**src/design/amtt_pkg.sv**
```systemverilog
// Shared types and constants of the tournament-tree argmax block.
package amtt_pkg;

    localparam logic CMD_WRITE = 1'b0;
    localparam logic CMD_READ  = 1'b1;

    localparam int CFG_DATA_W = 11;
    localparam int CFG_IDX_W  = 2;
    localparam logic [CFG_IDX_W-1:0] CFG_ENTRIES_IN_USE  = 2'd0;
    localparam logic [CFG_IDX_W-1:0] CFG_EXCLUDED_FIRST  = 2'd1;
    localparam logic [CFG_IDX_W-1:0] CFG_EXCLUDED_SECOND = 2'd2;

    localparam logic [CFG_DATA_W-1:0] RESET_ENTRIES  = 11'd1024;
    localparam logic [CFG_DATA_W-1:0] RESET_EXCLUDED = 11'h7FF;

    typedef struct packed {
        logic               cmd;
        logic [9:0]         entry_index;
        logic signed [31:0] weight_in;
    } in_word_t;

    typedef struct packed {
        logic signed [31:0] weight_out;
        logic [9:0]         best_index;
        logic               best_valid;
    } out_word_t;

    typedef enum logic [3:0] {
        ST_CLEAR,
        ST_RB_INIT,
        ST_IDLE,
        ST_FETCH_CH,
        ST_FETCH_W,
        ST_COMBINE,
        ST_READ,
        ST_RESULT
    } state_t;

    // Commands from the controller to the datapath.
    typedef struct packed {
        logic ready;
        logic accept;
        logic clr_step;
        logic rb_start;
        logic fetch_ch;
        logic fetch_w;
        logic combine;
        logic node_dec;
        logic node_half;
        logic load_out;
    } ctrl_cmd_t;

    // Status from the datapath to the controller.
    typedef struct packed {
        logic clr_last;
        logic cnt_zero;
        logic rb_req;
        logic is_write;
        logic walk_ok;
        logic node_last;
        logic out_busy;
    } ctrl_status_t;

endpackage

```
**src/design/amtt_ctrl.sv**
```systemverilog
// Controller state machine of the tournament-tree argmax block.
module amtt_ctrl
    import amtt_pkg::*;
(
    input  logic         clk,
    input  logic         rst_n,
    input  logic         item_valid,
    input  ctrl_status_t status,
    output ctrl_cmd_t    cmd
);

    state_t state_reg, state_next;
    logic   rebuild_mode_reg, rebuild_mode_next;

    always_ff @(posedge clk or negedge rst_n)
    begin
        if (!rst_n)
        begin
            state_reg        <= ST_CLEAR;
            rebuild_mode_reg <= 1'b1;
        end
        else
        begin
            state_reg        <= state_next;
            rebuild_mode_reg <= rebuild_mode_next;
        end
    end

    always_comb
    begin
        state_next        = state_reg;
        rebuild_mode_next = rebuild_mode_reg;
        cmd               = '0;
        case (state_reg)
            ST_CLEAR:
            begin
                cmd.clr_step = 1'b1;
                if (status.clr_last)
                begin
                    state_next = ST_RB_INIT;
                end
            end
            ST_RB_INIT:
            begin
                cmd.rb_start      = 1'b1;
                rebuild_mode_next = 1'b1;
                state_next        = status.cnt_zero ? ST_IDLE : ST_FETCH_CH;
            end
            ST_IDLE:
            begin
                cmd.ready = !status.rb_req;
                if (status.rb_req)
                begin
                    state_next = ST_RB_INIT;
                end
                else if (item_valid)
                begin
                    cmd.accept = 1'b1;
                    if (status.is_write && status.walk_ok)
                    begin
                        rebuild_mode_next = 1'b0;
                        state_next        = ST_FETCH_CH;
                    end
                    else
                    begin
                        state_next = ST_READ;
                    end
                end
            end
            ST_FETCH_CH:
            begin
                cmd.fetch_ch = 1'b1;
                state_next   = ST_FETCH_W;
            end
            ST_FETCH_W:
            begin
                cmd.fetch_w = 1'b1;
                state_next  = ST_COMBINE;
            end
            ST_COMBINE:
            begin
                cmd.combine = 1'b1;
                if (status.node_last)
                begin
                    state_next = rebuild_mode_reg ? ST_IDLE : ST_READ;
                end
                else
                begin
                    cmd.node_dec  = rebuild_mode_reg;
                    cmd.node_half = !rebuild_mode_reg;
                    state_next    = ST_FETCH_CH;
                end
            end
            ST_READ:
            begin
                state_next = ST_RESULT;
            end
            ST_RESULT:
            begin
                if (!status.out_busy)
                begin
                    cmd.load_out = 1'b1;
                    state_next   = ST_IDLE;
                end
            end
            default:
            begin
                state_next = ST_CLEAR;
            end
        endcase
    end

endmodule

```
**config.mk**
```make
export PLATFORM = sky130hd
export DESIGN_NAME = amtt_ctrl
export DESIGN_NICKNAME = d
export VERILOG_FILES = /design/src/design/amtt_pkg.sv /design/src/design/amtt_ctrl.sv
export SDC_FILE = /design/constraint.sdc
export NUM_CORES = 1
export LEC_CHECK = 0
export BUFFER_PORTS_ARGS = -buffer_cell sky130_fd_sc_hd__buf_4
export CAP_MARGIN = 40
export CORE_AREA = 2 2 39 41
export DETAILED_ROUTE_END_ITERATION = 6
export DIE_AREA = 0 0 41 43
export PLACE_DENSITY = 0.55
export SLEW_MARGIN = 30
export SYNTH_ARGS = -nofsm -noshare
export SYNTH_HDL_FRONTEND = slang
export SYNTH_SLANG_ARGS = --single-unit
```
**constraint.sdc**
```tcl
create_clock -name clk -period 1.8 [get_ports clk]
set_clock_uncertainty 0.15 [all_clocks]
set_input_delay 0.36 -clock clk [delete_from_list [all_inputs] [get_ports clk]]
set_output_delay 0.36 -clock clk [all_outputs]
set_load 0.05 [all_outputs]
```
### Word level (Yosys, flattened, before mapping)

Index checks and enable logic that the tools add are counted.

| operators by class | value |
|---|---|
| mux-type cells | 24 |
| reductions and logical operators | 7 |
| eq/ne operators | 13 |

Operator list:

| cell | count |
|---|---|
| case mux 4 bit (8 select lines) | 1 |
| == test 4 x 3 -> 1 bit (second input constant) | 4 |
| 2-to-1 mux 4 bit | 4 |
| 2-to-1 mux 1 bit | 12 |
| 2-to-1 mux 3 bit | 4 |
| inequality test 2 bit (second input constant) | 5 |
| == test 4 x 2 -> 1 bit (second input constant) | 2 |
| == test 4 x 1 -> 1 bit (second input constant) | 1 |
| logical NOT 4 bit | 1 |
| 2-to-1 mux 2 bit | 2 |
| AND reduction 4 bit | 1 |
| inequality test 3 bit (second input constant) | 1 |
| AND reduction 3 bit | 1 |
| logical NOT 1 bit | 2 |
| case mux 1 bit (2 select lines) | 1 |
| nonzero test 2 bit | 1 |
| logical AND 1 bit | 1 |

| word-level totals | value |
|---|---|
| register bits | 5 |
| output and inout port bits | 10 |

### Logic depth before layout (Yosys ltp)

| depth | value |
|---|---|
| depth in word-level cells | 5 |
| mapped depth | 4 |

### Worst setup path before layout

Ideal clock, no wire load.

| timing | value |
|---|---|
| path kind | reg-to-output |
| start | register state_reg[1] |
| end | output port cmd[2] in the netlist's numbering |
| stages on the path, launching flop included | 4 |
| path buffers | 1 |
| arrival time | 1.943 ns |
| slack | -0.653 ns |
| path through | dfrtp_1 -> buf_2 -> nand3b_1 -> nor3b_1 |

RTL lines:

| element | line | text |
|---|---|---|
| start: declaration | amtt_ctrl.sv:12 | `state_t state_reg, state_next;` |
| start signal: assignment | amtt_ctrl.sv:24 | `state_reg <= state_next;` |
| end: declaration | amtt_ctrl.sv:9 | `output ctrl_cmd_t cmd` |

==> metrics.log <==
[metrics] Final Hold Slack: 0.239 ns
[metrics] clock share of power: 0.109
[metrics] number of different library cells in the post-synthesis netlist: 23
[metrics] most common cell after layout, fill and taps aside: sky130_fd_sc_hd__buf_4
[metrics] maximum root-to-sink buffer count: 2
[metrics] critical path's top delay family: simple AND/OR/NAND/NOR gates
[metrics] storage element area: 104 sq um
[metrics] worst slew margin relative to its limit: 0.846
[metrics] switch share: 0.483
[metrics] summed area of non-filler cells in the final layout: 687 sq um
[metrics] horizontal die dimension: 41 microns
[metrics] Clk pin slew, worst setup/hold paths: 0.04 ns
[metrics] leakage dissipation: 0.318 nW
[metrics] Data arrival, critical path: 1.34 ns
[metrics] syn_nets: 51
[metrics] largest family of logic cells by synthesized area: simple AND/OR/NAND/NOR gates
[metrics] initial cell density of the core: 0.250
[metrics] count of pins over their slew limit: 0
[metrics] flip-flop count of the largest register, all copies and words added: 3
[metrics] placed cell count: 78
[metrics] WP buf/inv: 1
[metrics] utilization after layout: 0.496
[metrics] count of mapped cells out of synthesis: 41
[metrics] maximum fanout along the worst path: 4
[metrics] antenna violations before repair: 0
[metrics] fraction of layout cells with a size suffix above 1: 0.658
[metrics] Routed WL: 1010 microns
[metrics] top-area cell type share of the netlist area: 0.217
[metrics] count of nets left with antenna violations after detail routing: 0
[metrics] Flop pwr share: 0.177
[metrics] global placement routability congestion: 0.686
[metrics] Critical-path top delay cell: sky130_fd_sc_hd__dfrtp_1
[metrics] GRT Overall Usage: 0.134
[metrics] Post-DP Area: 556 sq um
[metrics] internal power summed over all cells: 623 uW
[metrics] drt first pass iters: 1
[metrics] DR DRC count: 0
[metrics] outcome: finished, violations left
[metrics] Syn. warnings: 0
[metrics] nature of the critical path endpoint: output pin
[metrics] TritonCTS Buffers: 3
[metrics] complex-gate fraction of the synthesized area: 0.134
[metrics] crit path setup slack, layout: -0.0505 ns
[metrics] violation count after the first detailed-route iteration: 0
[metrics] most frequent cells in the layout: sky130_fd_sc_hd__buf_4, sky130_fd_sc_hd__buf_6, sky130_fd_sc_hd__nor2_1
[metrics] TritonCTS sink count: 4
[metrics] FMAX: 540 MHz
[metrics] fraction of synthesized cell area in xor and xnor cells: 0
[metrics] drt wl/cell: 11.4 microns
[metrics] post-synthesis register bit count: 4
[metrics] clock period minus final worst setup slack: 1.85 ns
[metrics] Top Ports: 20
[metrics] pin count of the biggest net entering global routing: 8
[metrics] total of buffers placed on input and output ports: 19
[metrics] wire length of the first global-routing pass: 1550 microns
[metrics] crit-path max cell delay: 0.40 ns
[metrics] total via count after detailed routing: 406
[metrics] cell taking the most area after synthesis: sky130_fd_sc_hd__dfrtp_1
[metrics] unrepaired setup endpoints after global routing: true
[metrics] number of global-route vias before repair: 387
[metrics] number of endpoints failing setup at the final stage: 2
[metrics] synthesized area: 345 sq um
[metrics] pwr/cell area: 1760 nW/um^2
[metrics] hpwl dp: 739 microns
[metrics] crit share post-route: 1.03
[metrics] area grow syn2layout: 98.9%
[metrics] num rows: 14
[metrics] Congestion Overflow GR: 0
[metrics] number of max-cap violations: 0
[metrics] sort of element at the start of the critical path: flip-flop
[metrics] H-Tree Depth: 1
[metrics] Placeable Area: 1380 sq um
[metrics] Switch Pwr: 583 uW
[metrics] relative contribution of combinational cells to total power: 0.714
[metrics] simple-gate share of the synthesized area: 0.449
[metrics] slew at the pin with the worst max-slew slack: 0.229 ns
[metrics] CTS tree: done
[metrics] via/cell ratio: 4.56
[metrics] Final Hold Vio Count: 0
[metrics] list of cells traversed by the critical path: nand3b_1 > nor3b_2 > buf_6
[metrics] mux cell area share after synthesis: 0.0326
[metrics] Synth Area per Inst: 8.42 sq um
[metrics] full die area: 1760 sq um
[metrics] Final Total Pwr: 1.21 mW
[metrics] clock latency on the worst-skew pair: 0.25 ns
[metrics] worst hold-check path type: input pin to flip-flop
[metrics] required time at the worst-slack endpoint: 1.29 ns
[metrics] die extent in y: 43 microns
[metrics] number of nets in the finished design: 84
[metrics] worst vdd rail ir drop: 0.000761 V
[metrics] clock root cell: sky130_fd_sc_hd__clkbuf_4
[metrics] synth top area cells: sky130_fd_sc_hd__dfrtp_1, sky130_fd_sc_hd__nor3b_1, sky130_fd_sc_hd__dfstp_2
[metrics] number of filler instances in the final layout: 133
[metrics] diodes inserted: 0
[metrics] Synth Area in Adders: 0
[metrics] final cell count without fillers: 89
[metrics] Critical Setup Path Class: flip-flop to output pin
[metrics] Multi-input gate area: 253 sq um
[metrics] failing checks: negative setup slack
[metrics] share of synthesized area occupied by flip-flops and latches: 0.293
[what timing repair did]
| item | in CTS | in global routing |
|---|---|---|
| hold endpoints to repair | 4 | 0 |
| pin swaps | 2 | 5 |
| setup endpoints to repair | 5 | 8 |
| setup buffers | 2 | 4 |
| hold buffers | 1 | 0 |
| gates resized for setup | 11 | 4 |
[cell families (layout without fill, tap and decap cells)]
logic type	count (synthesis)	after routing
AO/OA/AOI/OAI	7	7
buffers and inverters	5	37
multiplexers	1	1
AND/OR/NAND/NOR	24	24
flip-flops	4	4
[per-layer routing]
layer,vias up,GRT usage,part of all wire
met4,0,0.0400,0.040
met5,-,0,0
li1,204,-,-
met2,19,0.203,0.46
met3,4,0.0785,0.089
met1,179,0.154,0.41
[metrics by stage]
| step | TNS [ns] | worst slack (ns) |
|---|---|---|
| floorplan | -0.423 | -0.244 |
| global placement | 0 | 0.132 |
| detailed placement | 0 | 0.0962 |
| CTS | -0.100 | -0.0603 |
| global route | -0.421 | -0.136 |
| finish | -0.0693 | -0.0505 |
[final timing paths]
kind	end	startpoint	slack, ns	depth (start not counted)
max in group asynchronous	rebuild_mode_reg	rst_n	1.01	2
min reg2reg	rebuild_mode_reg	rebuild_mode_reg	0.41	2
min in group asynchronous	state_reg[2]	rst_n	0.30	2
min	rebuild_mode_reg	status[2]	0.24	4
max	cmd[2]	state_reg[1]	-0.05	3
max reg2reg	state_reg[0]	state_reg[2]	0.32	5
[synthesized netlist by cell type]
library cell               n
sky130_fd_sc_hd__nor2_1    6
sky130_fd_sc_hd__a31oi_1   1
sky130_fd_sc_hd__mux2_2    1
sky130_fd_sc_hd__and2_1    1
sky130_fd_sc_hd__nand3b_1  1
sky130_fd_sc_hd__a21oi_1   1
sky130_fd_sc_hd__o211ai_2  1
sky130_fd_sc_hd__nor3b_2   1
sky130_fd_sc_hd__nand2b_1  2
sky130_fd_sc_hd__o21ai_0   3
sky130_fd_sc_hd__dfrtp_1   3
sky130_fd_sc_hd__nor3_1    2
sky130_fd_sc_hd__nand3_1   2
sky130_fd_sc_hd__inv_1     2
sky130_fd_sc_hd__buf_2     1
sky130_fd_sc_hd__nor4b_4   1
sky130_fd_sc_hd__and3b_1   1
sky130_fd_sc_hd__dfstp_2   1
sky130_fd_sc_hd__buf_4     1
sky130_fd_sc_hd__buf_6     1
sky130_fd_sc_hd__o21a_1    1
sky130_fd_sc_hd__nand2_1   3
sky130_fd_sc_hd__nor3b_1   4
[worst min-delay path: cells and delay by family]
family          cells  cell delay [ns]
compound gates      1             0.06
buf+inv             1             0.07
simple gates        2             0.13
[layout make-up]
class | instances | area share
repair buffers | 31 | 0.403
multi-input cells | 32 | 0.368
flip-flops and latches | 4 | 0.151
clock buffers | 4 | 0.0383
well taps | 16 | 0.0291
inverters | 2 | 0.0109
[power by group through the flow]
stage                     registers, mW  logic, mW  clock network (mW)
final                             0.213      0.861               0.131
after floorplan                   0.189      0.553                   0
after CTS                         0.212      0.810               0.133
after detailed placement          0.209      0.737                   0
after global routing              0.220      0.925               0.145
after global placement            0.210      0.738                   0
Power figures use the tool's default switching activity.
